`src/rtl/satq_pkg.sv`:
```
`default_nettype none
package satq_pkg;

	localparam int QUEUE_DEPTH = 16;
	localparam int IDX_W = $clog2(QUEUE_DEPTH);
	localparam int OCC_W = $clog2(QUEUE_DEPTH + 1);
	localparam int MAX_RESULTS = 16;
	localparam int CNT_W = $clog2(MAX_RESULTS + 1);
	localparam int DL_W = 62;
	localparam int ENTRY_W = DL_W + 8 + 1 + 16;
	localparam logic [29:0] NSEC_LIMIT = 30'd1000000000;

	localparam logic [1:0] CMD_POST = 2'd0;
	localparam logic [1:0] CMD_EXPIRE = 2'd1;
	localparam logic [1:0] CMD_CANCEL = 2'd2;
	localparam logic [1:0] CMD_IGNORED = 2'd3;

	localparam logic [2:0] ST_QUEUED = 3'd0;
	localparam logic [2:0] ST_INVALID = 3'd1;
	localparam logic [2:0] ST_DUE_NOW = 3'd2;
	localparam logic [2:0] ST_FULL = 3'd3;
	localparam logic [2:0] ST_EXPIRED = 3'd4;
	localparam logic [2:0] ST_CANCELLED = 3'd5;
	localparam logic [2:0] ST_NOT_FOUND = 3'd6;
	localparam logic [2:0] ST_NONE_DUE = 3'd7;

	typedef struct packed {
		logic [1:0] command;
		logic [31:0] now_sec;
		logic [29:0] now_nsec;
		logic [31:0] alarm_sec;
		logic [29:0] alarm_nsec;
		logic [1:0] alarm_mode;
		logic alarm_kind;
		logic [7:0] alarm_tag;
		logic [15:0] cancel_handle;
	} req_t;

	typedef struct packed {
		logic [2:0] status;
		logic [7:0] result_tag;
		logic result_kind;
		logic [15:0] result_handle;
		logic [31:0] time_sec;
		logic [29:0] time_nsec;
		logic next_valid;
		logic [31:0] next_sec;
		logic [29:0] next_nsec;
		logic last;
	} rsp_t;

	typedef struct packed {
		logic [DL_W-1:0] deadline;
		logic [7:0] tag;
		logic kind;
		logic [15:0] handle;
	} entry_t;

endpackage
`default_nettype wire

```
`src/rtl/satq_ram.sv`:
```
`default_nettype none
module satq_ram #(
	parameter int WIDTH = 8,
	parameter int DEPTH = 16
) (
	input wire logic clk,
	input wire logic we,
	input wire logic [$clog2(DEPTH)-1:0] waddr,
	input wire logic [WIDTH-1:0] wdata,
	input wire logic [$clog2(DEPTH)-1:0] raddr,
	output logic [WIDTH-1:0] rdata
);
	logic [WIDTH-1:0] mem_q [DEPTH];

	always_ff @(posedge clk) begin
		if (we) begin
			mem_q[waddr] <= wdata;
		end
		rdata <= mem_q[raddr];
	end
endmodule
`default_nettype wire

```
`src/rtl/sorted_alarm_timer_queue.sv`:
```
// Sorted alarm timer queue.
// Requests arrive on req (req_valid/req_ready) as one satq_pkg::req_t; results
// leave on rsp (rsp_valid/rsp_ready) as satq_pkg::rsp_t, with last marking the
// final result of a request. The block handles one request at a time and
// drops req_ready while it works. Entries live in a RAM in deadline order
// and a single 62-bit compare unit walks them via one read and one write port.
// A post first checks the request, then reads and compares entries to find
// its place and moves the entries behind it up one place each to open a gap.
// A cancel walks until the handle matches and then shifts the tail down.
// An expire pops the head entry per result, and shifts the queue down by one
// each time, so each popped result costs a walk over the queue.
// Results are held in an output register; while the receiver stalls the
// sequencer simply waits, so nothing is lost. Request 3 is taken and ignored.
// After reset the queue is empty and the handle counter is zero; the RAM is
// not cleared, since data read from unoccupied entries is never used.
`default_nettype none
module sorted_alarm_timer_queue (
	input wire logic clk,
	input wire logic arst_n,
	input wire logic req_valid,
	output logic req_ready,
	input wire satq_pkg::req_t req,
	output logic rsp_valid,
	input wire logic rsp_ready,
	output satq_pkg::rsp_t rsp
);
	localparam logic [3:0] S_IDLE = 4'd0;
	localparam logic [3:0] S_CHECK = 4'd1;
	localparam logic [3:0] S_SCAN_RD = 4'd2;
	localparam logic [3:0] S_SCAN = 4'd3;
	localparam logic [3:0] S_UP_RD = 4'd4;
	localparam logic [3:0] S_UP_WR = 4'd5;
	localparam logic [3:0] S_INS = 4'd6;
	localparam logic [3:0] S_DN_RD = 4'd7;
	localparam logic [3:0] S_DN_WR = 4'd8;
	localparam logic [3:0] S_HEAD_RD = 4'd9;
	localparam logic [3:0] S_HEAD = 4'd10;
	localparam logic [3:0] S_EMIT = 4'd11;
	localparam logic [3:0] S_WAIT = 4'd12;

	localparam int IW = satq_pkg::IDX_W;
	localparam int OW = satq_pkg::OCC_W;

	logic [3:0] state_q;
	satq_pkg::req_t req_q;
	logic [OW-1:0] occ_q;
	logic [15:0] hnd_q;
	logic [OW-1:0] idx_q;
	logic [satq_pkg::CNT_W-1:0] cnt_q;
	logic [satq_pkg::DL_W-1:0] dl_q;
	logic [satq_pkg::DL_W-1:0] head_q;
	satq_pkg::entry_t hit_q;
	logic [2:0] pend_st_q;
	logic pend_last_q;
	logic head_rdy_q;
	satq_pkg::rsp_t rsp_q;
	logic rsp_valid_q;
	logic emit_now;

	logic we;
	logic [IW-1:0] waddr, raddr;
	satq_pkg::entry_t wdata, rdata;

	satq_ram #(.WIDTH(satq_pkg::ENTRY_W), .DEPTH(satq_pkg::QUEUE_DEPTH)) u_ram (
		.clk(clk), .we(we), .waddr(waddr), .wdata(wdata), .raddr(raddr), .rdata(rdata)
	);

	// Shared compare unit: a <= b on 62-bit times.
	logic [satq_pkg::DL_W-1:0] cmp_a, cmp_b;
	logic cmp_le;
	assign cmp_le = cmp_a <= cmp_b;

	logic [satq_pkg::DL_W-1:0] now_t;
	assign now_t = {req_q.now_sec, req_q.now_nsec};

	// Relative-time adder.
	logic [30:0] ns_sum;
	logic [29:0] ns_fix;
	logic [31:0] s_fix;
	logic carry;
	assign ns_sum = {1'b0, req_q.alarm_nsec} + {1'b0, req_q.now_nsec};
	assign carry = ns_sum >= {1'b0, satq_pkg::NSEC_LIMIT};
	assign ns_fix = carry ? 30'(ns_sum - {1'b0, satq_pkg::NSEC_LIMIT}) : ns_sum[29:0];
	assign s_fix = req_q.alarm_sec + req_q.now_sec + {31'd0, carry};

	assign req_ready = (state_q == S_IDLE);
	assign rsp_valid = rsp_valid_q;
	assign rsp = rsp_q;

	// A result is loaded once the head entry is on rdata and the output is free.
	assign emit_now = (state_q == S_EMIT) && head_rdy_q && (!rsp_valid_q || rsp_ready);

	always_comb begin
		we = 1'b0;
		waddr = idx_q[IW-1:0];
		wdata = rdata;
		raddr = idx_q[IW-1:0];
		cmp_a = rdata.deadline;
		cmp_b = dl_q;
		case (state_q)
			S_WAIT: begin
				cmp_a = dl_q;
				cmp_b = now_t;
			end
			S_UP_RD: raddr = IW'(idx_q - OW'(1));
			S_UP_WR: we = 1'b1;
			S_INS: begin
				we = 1'b1;
				wdata = '{deadline: dl_q, tag: req_q.alarm_tag,
					kind: req_q.alarm_kind, handle: hnd_q};
			end
			S_DN_RD: raddr = IW'(idx_q + OW'(1));
			S_DN_WR: we = 1'b1;
			S_HEAD: cmp_b = now_t;
			S_EMIT: begin
				raddr = '0;
				cmp_b = now_t;
			end
			default: ;
		endcase
	end

	always_ff @(posedge clk or negedge arst_n) begin
		if (!arst_n) begin
			state_q <= S_IDLE;
			occ_q <= '0;
			hnd_q <= '0;
			rsp_valid_q <= 1'b0;
			head_rdy_q <= 1'b0;
		end else begin
			if (emit_now) begin
				rsp_valid_q <= 1'b1;
			end else if (rsp_valid_q && rsp_ready) begin
				rsp_valid_q <= 1'b0;
			end
			case (state_q)
				S_IDLE: begin
					if (req_valid) begin
						req_q <= req;
						idx_q <= '0;
						cnt_q <= '0;
						case (req.command)
							satq_pkg::CMD_POST: state_q <= S_CHECK;
							satq_pkg::CMD_EXPIRE: state_q <= S_HEAD_RD;
							satq_pkg::CMD_CANCEL: state_q <= S_SCAN_RD;
							default: state_q <= S_IDLE;
						endcase
					end
				end
				S_CHECK: begin
					hit_q <= '{deadline: '0, tag: req_q.alarm_tag,
						kind: req_q.alarm_kind, handle: 16'd0};
					pend_last_q <= 1'b1;
					if (req_q.alarm_mode[1] || req_q.alarm_nsec >= satq_pkg::NSEC_LIMIT) begin
						pend_st_q <= satq_pkg::ST_INVALID;
						state_q <= S_EMIT;
					end else begin
						if (req_q.alarm_mode[0]) begin
							dl_q <= {s_fix, ns_fix};
						end else begin
							dl_q <= {req_q.alarm_sec, req_q.alarm_nsec};
						end
						state_q <= S_WAIT;
					end
				end
				S_WAIT: begin
					if (cmp_le) begin
						pend_st_q <= satq_pkg::ST_DUE_NOW;
						state_q <= S_EMIT;
					end else if (occ_q >= OW'(satq_pkg::QUEUE_DEPTH)) begin
						pend_st_q <= satq_pkg::ST_FULL;
						state_q <= S_EMIT;
					end else begin
						state_q <= S_SCAN_RD;
					end
				end
				S_SCAN_RD: begin
					if (idx_q >= occ_q) begin
						if (req_q.command == satq_pkg::CMD_POST) begin
							head_q <= {occ_q, {(satq_pkg::DL_W-OW){1'b0}}};
							idx_q <= occ_q;
							state_q <= S_UP_RD;
						end else begin
							hit_q <= '{deadline: '0, tag: 8'd0, kind: 1'b0,
								handle: req_q.cancel_handle};
							pend_st_q <= satq_pkg::ST_NOT_FOUND;
							pend_last_q <= 1'b1;
							state_q <= S_EMIT;
						end
					end else begin
						state_q <= S_SCAN;
					end
				end
				S_SCAN: begin
					if (req_q.command == satq_pkg::CMD_POST) begin
						if (cmp_le) begin
							idx_q <= idx_q + OW'(1);
							state_q <= S_SCAN_RD;
						end else begin
							cnt_q <= satq_pkg::CNT_W'(0);
							dl_q <= dl_q;
							head_q <= {idx_q, {(satq_pkg::DL_W-OW){1'b0}}};
							idx_q <= occ_q;
							state_q <= S_UP_RD;
						end
					end else if (rdata.handle == req_q.cancel_handle) begin
						hit_q <= '{deadline: '0, tag: rdata.tag, kind: rdata.kind,
							handle: req_q.cancel_handle};
						pend_st_q <= satq_pkg::ST_CANCELLED;
						pend_last_q <= 1'b1;
						state_q <= S_DN_RD;
					end else begin
						idx_q <= idx_q + OW'(1);
						state_q <= S_SCAN_RD;
					end
				end
				S_UP_RD: begin
					// head_q top bits hold the insert position during a post.
					if (idx_q == head_q[satq_pkg::DL_W-1 -: OW] || idx_q == '0) begin
						state_q <= S_INS;
					end else begin
						state_q <= S_UP_WR;
					end
				end
				S_UP_WR: begin
					idx_q <= idx_q - OW'(1);
					state_q <= S_UP_RD;
				end
				S_INS: begin
					occ_q <= occ_q + OW'(1);
					hnd_q <= hnd_q + 16'd1;
					hit_q <= '{deadline: '0, tag: req_q.alarm_tag,
						kind: req_q.alarm_kind, handle: hnd_q};
					pend_st_q <= satq_pkg::ST_QUEUED;
					pend_last_q <= 1'b1;
					state_q <= S_EMIT;
				end
				S_DN_RD: begin
					if (idx_q + OW'(1) >= occ_q) begin
						occ_q <= occ_q - OW'(1);
						idx_q <= '0;
						state_q <= S_EMIT;
					end else begin
						state_q <= S_DN_WR;
					end
				end
				S_DN_WR: begin
					idx_q <= idx_q + OW'(1);
					state_q <= S_DN_RD;
				end
				S_HEAD_RD: begin
					idx_q <= '0;
					if (occ_q == '0 || cnt_q == satq_pkg::CNT_W'(satq_pkg::MAX_RESULTS)) begin
						if (cnt_q == '0) begin
							hit_q <= '0;
							pend_st_q <= satq_pkg::ST_NONE_DUE;
							pend_last_q <= 1'b1;
							state_q <= S_EMIT;
						end else begin
							state_q <= S_IDLE;
						end
					end else begin
						state_q <= S_HEAD;
					end
				end
				S_HEAD: begin
					if (cmp_le) begin
						hit_q <= '{deadline: '0, tag: rdata.tag, kind: rdata.kind,
							handle: rdata.handle};
						pend_st_q <= satq_pkg::ST_EXPIRED;
						cnt_q <= cnt_q + satq_pkg::CNT_W'(1);
						state_q <= S_DN_RD;
					end else if (cnt_q == '0) begin
						hit_q <= '0;
						pend_st_q <= satq_pkg::ST_NONE_DUE;
						pend_last_q <= 1'b1;
						state_q <= S_EMIT;
					end else begin
						state_q <= S_IDLE;
					end
				end
				S_EMIT: begin
					// The first cycle reads the head entry; the result goes out
					// once that entry is on rdata and the output register is free.
					if (!head_rdy_q) begin
						head_rdy_q <= 1'b1;
					end else if (emit_now) begin
						head_rdy_q <= 1'b0;
						rsp_q.status <= pend_st_q;
						rsp_q.result_tag <= hit_q.tag;
						rsp_q.result_kind <= hit_q.kind;
						rsp_q.result_handle <= hit_q.handle;
						if (pend_st_q == satq_pkg::ST_QUEUED) begin
							{rsp_q.time_sec, rsp_q.time_nsec} <= dl_q;
						end else begin
							{rsp_q.time_sec, rsp_q.time_nsec} <= now_t;
						end
						rsp_q.next_valid <= (occ_q != '0);
						{rsp_q.next_sec, rsp_q.next_nsec} <=
							(occ_q != '0) ? rdata.deadline : '0;
						if (pend_st_q == satq_pkg::ST_EXPIRED) begin
							// Last when the pop limit is hit, the queue is empty,
							// or the new head is not yet due.
							if (cnt_q == satq_pkg::CNT_W'(satq_pkg::MAX_RESULTS)
								|| occ_q == '0 || !cmp_le) begin
								rsp_q.last <= 1'b1;
								state_q <= S_IDLE;
							end else begin
								rsp_q.last <= 1'b0;
								state_q <= S_HEAD_RD;
							end
						end else begin
							rsp_q.last <= pend_last_q;
							state_q <= S_IDLE;
						end
					end
				end
				default: state_q <= S_IDLE;
			endcase
		end
	end

	// A taken request starts the sequencer unless it is the unused command.
	// Occupancy never exceeds the depth, and a stalled result holds steady.
	assert property (@(posedge clk) disable iff (!arst_n)
		req_valid && req_ready |=> !req_ready || req_q.command == satq_pkg::CMD_IGNORED)
		else $error("sequencer did not start on request");
	assert property (@(posedge clk) disable iff (!arst_n)
		occ_q <= OW'(satq_pkg::QUEUE_DEPTH))
		else $error("occupancy above depth");
	assert property (@(posedge clk) disable iff (!arst_n)
		rsp_valid && !rsp_ready |=> rsp_valid && $stable(rsp))
		else $error("result changed while stalled");
endmodule
`default_nettype wire

```
`config.mk`:
```
export PLATFORM = sky130hd
export DESIGN_NAME = sorted_alarm_timer_queue
export DESIGN_NICKNAME = d
export VERILOG_FILES = /design/src/rtl/satq_pkg.sv /design/src/rtl/satq_ram.sv /design/src/rtl/sorted_alarm_timer_queue.sv
export SDC_FILE = /design/constraint.sdc
export NUM_CORES = 2
export LEC_CHECK = 0
export ABC_AREA = 0
export BUFFER_PORTS_ARGS = -buffer_cell sky130_fd_sc_hd__buf_2
export CORE_UTILIZATION = 45
export DETAILED_ROUTE_END_ITERATION = 10
export HOLD_SLACK_MARGIN = 0.06
export PLACE_DENSITY_LB_ADDON = 0.15
export SYNTH_ARGS = -nofsm -noshare
export SYNTH_HDL_FRONTEND = slang
export SYNTH_HIERARCHICAL = 1
export SYNTH_SLANG_ARGS = --single-unit
```
`constraint.sdc`:
```
create_clock -name clk -period 11.3 [get_ports clk]
set_input_delay 0.565 -clock clk [delete_from_list [all_inputs] [get_ports clk]]
set_output_delay 0.565 -clock clk [all_outputs]
set_load 0.005 [all_outputs]
```
Word-level counts from Yosys, hierarchy flattened. Memory sizes are Yosys's and may differ from the RTL's. A register that Yosys moved wholly into a read port is not among the register bits. Cells that the tools add are included.

Register bits: 559. RAM bits: 1392. Input bits: 157. Output and inout port bits: 156. Memories kept: 1.

$add $sub $neg: 10. Order comparisons: 6. Equality and inequality tests: 35. Multiplexer cells: 82. Bitwise gates (word level): 1. Reduce and logical (&&, ||, !) cells: 40.

Memory list: u_ram.mem_q (depth 16, width 87, rd ports 1, clocked after Yosys merged registers in 1, write ports 1, line satq_ram.sv:13) `logic [WIDTH-1:0] mem_q [DEPTH];`.

Operators by type and width (count): 87-bit 2-to-1 mux (8); 87-bit one-hot mux with 6 select lines (1); 62-bit 2-to-1 mux (8); 62-bit one-hot mux with 2 select lines (1); 62-bit <= comparator (1); 5-bit 2-to-1 mux (11); 4-bit 2-to-1 mux (13); 4-bit one-hot mux with 13 select lines (1); 3-bit 2-to-1 mux (13); 5-bit one-hot mux with 7 select lines (1); 32-bit by 1-bit adder with 32-bit output (1); 32-bit adder (1); 30-bit by 30-bit adder with 31-bit output (1); 31-bit by 30-bit greater-or-equal comparator with 1-bit output (second input constant) (1); 30-bit greater-or-equal comparator (second input constant) (1); 30-bit 2-to-1 mux (1); 2-bit inequality test (second input constant) (15); 30-bit subtractor (second input constant) (1); 4-bit one-hot mux with 3 select lines (2); 3-bit one-hot mux with 7 select lines (1); 4-bit == test (second input constant) (5); 16-bit by 1-bit adder with 16-bit output (second input constant) (1); 16-bit == test (1); 4-bit by 3-bit == test with 1-bit output (second input constant) (4); other kinds (39) (80).

Depth between registers and ports, before layout.
Depth in word-level cells: 11. Depth in mapped cells: 26. Mapped depth without buffers: 26.

Modules after synthesis. Netlist, hierarchy kept.

By module, submodules not included: satq_ram (instances 1, cells each 2232, area an instance 53775.3 um2, sequential area each 43541.8 um2); sorted_alarm_timer_queue (instances 1, cells each 2177, area an instance 26013.7 um2, sequential area each 13077.5 um2).

Worst setup path before layout. OpenSTA, ideal clock, no wires.

Kind: register -> register. From: reg state_q[1]. To: mem u_ram/mem_q[0][0] (netlist bit) (enable). Data arrival time: 7.723 ns. Data required time: 10.661 ns. Setup slack: 2.938 ns. Stages on the path, launching flop included: 7. Period minus slack after synthesis: 8.362 ns. Cell sequence: dfrtp_1 clkbuf_1 clkbuf_1 a21oi_1 o21ai_0 or3b_2 nor3_1.

Cells in the longest elaborated chain, start to end: 5. Elaborated cells on any way between the ends: 7. Classes of those cells: 3 x eq/ne; 3 x mux; 1 x reduce/logical.

Ends and longest elaborated chain: from (decl) (line sorted_alarm_timer_queue.sv:44) `logic [3:0] state_q;`; from (signal assigned) (line sorted_alarm_timer_queue.sv:125) `state_q <= S_IDLE;`; from (signal assigned) (line sorted_alarm_timer_queue.sv:143) `satq_pkg::CMD_POST: state_q <= S_CHECK;`; from (signal assigned) (line sorted_alarm_timer_queue.sv:144) `satq_pkg::CMD_EXPIRE: state_q <= S_HEAD_RD;`; 4-bit == test / 4-bit by 3-bit == test with 1-bit output (equally long branches) (line sorted_alarm_timer_queue.sv:100) `case (state_q)`; 3-bit OR reduction (no source line) (*); 1-bit 2-to-1 mux (*) (line sorted_alarm_timer_queue.sv:100); via we (line sorted_alarm_timer_queue.sv:60) `logic we;`; 1-bit 2-to-1 mux (*) (line satq_ram.sv:16) `if (we) begin`; 1-bit 2-to-1 mux (implied by the code) (*) (line satq_ram.sv:17) `mem_q[waddr] <= wdata;`; to (decl) (line satq_ram.sv:13).

The timed path passes the listed nets; every way through them passes the cells marked *.

Worst setup path in the final report.
From: reg req_q[28] (netlist bit). To: reg dl_q[61] (netlist bit), data pin.

Cells in the longest elaborated chain, start to end: 4.

Ends and longest elaborated chain: from (decl) (line sorted_alarm_timer_queue.sv:45) `satq_pkg::req_t req_q;`; from (signal assigned) (line sorted_alarm_timer_queue.sv:139) `req_q <= req;`; 30-bit by 30-bit adder with 31-bit output (line sorted_alarm_timer_queue.sv:81) `assign ns_sum = {1'b0, req_q.alarm_nsec} + {1'b0, req_q.now_nsec};`; 31-bit by 30-bit greater-or-equal comparator with 1-bit output (line sorted_alarm_timer_queue.sv:82) `assign carry = ns_sum >= {1'b0, satq_pkg::NSEC_LIMIT};`; 32-bit by 1-bit adder with 32-bit output (line sorted_alarm_timer_queue.sv:84) `assign s_fix = req_q.alarm_sec + req_q.now_sec + {31'd0, carry};`; 62-bit 2-to-1 mux (line sorted_alarm_timer_queue.sv:158) `if (req_q.alarm_mode[0]) begin`; to (signal assigned) (line sorted_alarm_timer_queue.sv:159) `dl_q <= {s_fix, ns_fix};`; to (signal assigned) (line sorted_alarm_timer_queue.sv:161) `dl_q <= {req_q.alarm_sec, req_q.alarm_nsec};`; to (signal assigned) (line sorted_alarm_timer_queue.sv:201) `dl_q <= dl_q;`; to (decl) (line sorted_alarm_timer_queue.sv:50) `logic [satq_pkg::DL_W-1:0] dl_q;`.

Every way passes these cells. A chain may end at the register's enable or synchronous reset.

==> flow_summary.ini <==
[route]
viasPerCell = 5.96
drt-total-wl_um = 209000
ant_nets = 0
drt_pre_antenna_iters = 7
drt-wirelength-per-cell_um = 28.1
drc_marker_count_from_the_first_detailed_route_iteration = 4846
num_vias = 44408
post-route-drc-count = 0

[finish]
area_growth_syn_to_layout_pct = 15.5
drive_above_1_share_pct = 25.7
fillerInstances = 14116
design.final.nets = 5239
final_util_pct = 52.3
finalNonFillerCells = 7453

[synthesis]
synth_enable_flop_cells = 1805
synth_compound_gate_area_share_pct = 6.01
mappedNetlistNets = 4712
ys_ff_latch = 1919
post_synthesis_share_of_cell_area_spent_on_and_or_nand_and_nor_gates_pct = 4.40
synth_async_sr_flop_share_pct = 1.41
post_synth_design_cell_area_um2 = 79800
synth-seq-area-share_pct = 71.0
dominant_combinational_cell_family_by_area_after_synthesis = multiplexers
synth-main-ff-cell = edfxtp_1
synthesis.instances = 4409
yosysWarningCount = 6
post_synth_mux_area_share_pct = 13.9
yosys.area_share.xor_xnor_pct = 0.867
synth_area_per_cell_um2 = 18.1
synth.area.top_cells = edfxtp_1, mux4_2, mux2_2, ha_1, dfxtp_1
synth_top_area_cell = edfxtp_1
synth_adder_area_share_pct = 2.33
synth_top_cell_area_share_pct = 67.9
synth_cell_type_count = 85
ys_top_cells_by_count = edfxtp_1, mux4_2, mux2_2, nand2_1, a22oi_1
synth.most_common_cell = edfxtp_1

[sta]
fin_worst_skew_ns = 0.0567
final.min_clock_period_ns = 8.24
fmax_ghz = 0.121
final-setup-viol-count = 0
grt_setup_unrepaired = false
maxSlewHeadroom_pct = 22.2
tns_ns = 0
hold_viol_final = 0
postLayoutSetupSlackWorst_ns = 3.06
timing.final.crit_share_pct = 72.9
worst-slew-pin-transition_ns = 1.17
report.final.slew_viol_count = 0

[floorplanning]
placement_rows = 154
die_h_um = 423
dieWidth_um = 423
io-pin-count = 313
coreArea_um2 = 176000
dieArea_um2 = 179000
start_util_pct = 45.3

[power_and_ir_drop]
pwr_density_cell_nw_per_um2 = 260
p_leak_nw = 31.4
worst_ir_drop_vdd_v = 0.000291
total_power_mw = 23.9

[setup_path]
crit_arrival_ns = 8.82
startpoint_type = flip-flop
crit_fanout = 24
setup.worst_path.class = reg2reg
reg2reg_setup_slack_ns = 3.06
critical_path_required_ns = 11.88
worst_setup_path_end_kind = flip-flop

[global_route]
grt_util_all_layers_pct = 23.2
globalRoute.totalOverflow = 0
grt_first_pass_wirelength_um = 304000
grt_pass1_vias = 44101
grt_antenna_before_repair = 2
grt_start_max_net_pins = 145

[place]
place.detailed.hpwl_um = 122000
worst_setup_slack_after_placement_ns = 3.18
routabilityCongestion = 0.884
placed_cells = 6920
place.port_buffers = 312

[cts]
clk_root_buffer_cell = clkbuf_16
tritoncts = yes
cts_max_level = 4
cts.clk_slew.worst_paths_ns = 0.06
skew_pair_late_insertion_delay_ns = 0.85
clk_path_buf_depth = 3
cts-buffers-inserted = 199
clkSinkCount = 1919

[run_status]
run_status = finished, final reports clean

[run]
maxcap_viol_count = 0

[min_path]
min_path_type = in2reg
routing by layer:
metal | vias to the layer above | global-route usage [%] | wire, um
met5 | - | 0 | 0
met3 | 233 | 3.15 | 13300
met2 | 1665 | 35.2 | 95900
met4 | 0 | 5.27 | 3750
met1 | 23374 | 35.4 | 96200
li1 | 19136 | - | -
critical path, stage by stage, from the launching register on:
cell,delay (ns)
edfxtp_1,0.41
ha_1,0.33
a211oi_1,0.34
o21ai_1,0.29
a21oi_1,0.43
o2111ai_1,0.42
and4_1,0.34
a211oi_1,0.50
nand3b_1,0.28
o21a_1,0.77
nand2_1,0.24
inv_1,0.32
fa_1,0.28
nand2b_1,0.14
a21oi_1,0.14
o311ai_0,0.63
a21oi_1,0.30
a31oi_1,0.37
o21ai_0,0.23
o41ai_1,0.63
o22a_1,0.27
o311ai_0,0.15
xor2_1,0.17
kinds of logic (layout without fill, tap and decap cells):
logic type / after synthesis / in the layout
buffers and inverters: 260 / 961
muxes: 647 / 647
DFF: 1919 / 1919
other: 0 / 3
AOI/OAI and AO/OA: 667 / 667
and+or+nand+nor: 691 / 691
xor gates and xnor gates: 79 / 79
adders and majority gates: 146 / 146
cells in the final DEF, fill, tap and decap left out, types with 48 or more instances in the layout:
| cell | instances |
|---|---|
| edfxtp_1 | 1805 |
| mux4_2 | 348 |
| buf_2 | 312 |
| mux2_2 | 234 |
| clkbuf_16 | 202 |
| nand2_1 | 191 |
| a22oi_1 | 177 |
| dlygate4sd3_1 | 155 |
| ha_1 | 142 |
| nor2_1 | 111 |
| a21oi_1 | 105 |
| nor2b_1 | 92 |
| dfxtp_1 | 87 |
| o21ai_0 | 74 |
| buf_4 | 69 |
| mux2i_1 | 65 |
| a21o_1 | 62 |
| nand4_1 | 51 |
| nand3_1 | 50 |
| clkbuf_1 | 48 |
what timing repair did:
action,CTS,global route
endpoints found under the hold margin,181,0
resized for setup,0,0
setup buffers,0,0
hold buffers,155,0
final timing paths:
check                                         end                 from  cells after the start
max in group asynchronous    hnd_q[9]$_DFFE_PN0P_               arst_n                      3
min                        state_q[3]$_DFFE_PN0P_            req_valid                      3
min in group asynchronous   rsp_valid$_DFFE_PN0P_               arst_n                      3
max                            dl_q[61]$_DFFE_PP_  req_q[28]$_DFFE_PP_                     22
max reg2reg                    dl_q[61]$_DFFE_PP_  req_q[28]$_DFFE_PP_                     22
min reg2reg                    rsp[145]$_DFFE_PP_  hit_q[19]$_DFFE_PP_                      0
where the power goes:
group	internal (mW)	total (mW)	switching, mW
clock	3.70	6.50	2.80
sequential	9.44	9.90	0.465
combinational	3.09	7.53	4.44
total	16.2	23.9	7.71
state kept, by name (all words and copies together), names as in the netlist, 3 cells and up:
register	flops
pend_st_q	3
u_ram/mem_q	1392
head_q	5
hit_q	25
req_q	91
cnt_q	5
hnd_q	16
state_q	4
rsp	154
occ_q	5
dl_q	62
u_ram/rdata	87
now_t	62
idx_q	5
stage by stage:
step | hold WS, ns | instance area, um^2
finish | 0.195 | 92200
global route | 0.185 | 92200
CTS | 0.122 | 92200
detailed placement | 0.439 | 84100
global placement | 0.462 | 84100
floorplan | 0.269 | 79800
layout make-up:
cell class              instances  area (um^2)  share of cell area, %
diodes                          3         7.51                0.00814
clock buffers                 267         5470                   5.93
clock inverters               108         1060                   1.15
inverters                      45          169                  0.183
multi-input cells            2230        22200                   24.1
flip-flops and latches       1919        56600                   61.4
well taps                    2340         2930                   3.18
repair buffers                541         3730                   4.05
Note: power is estimated with default switching activity, not from simulation.
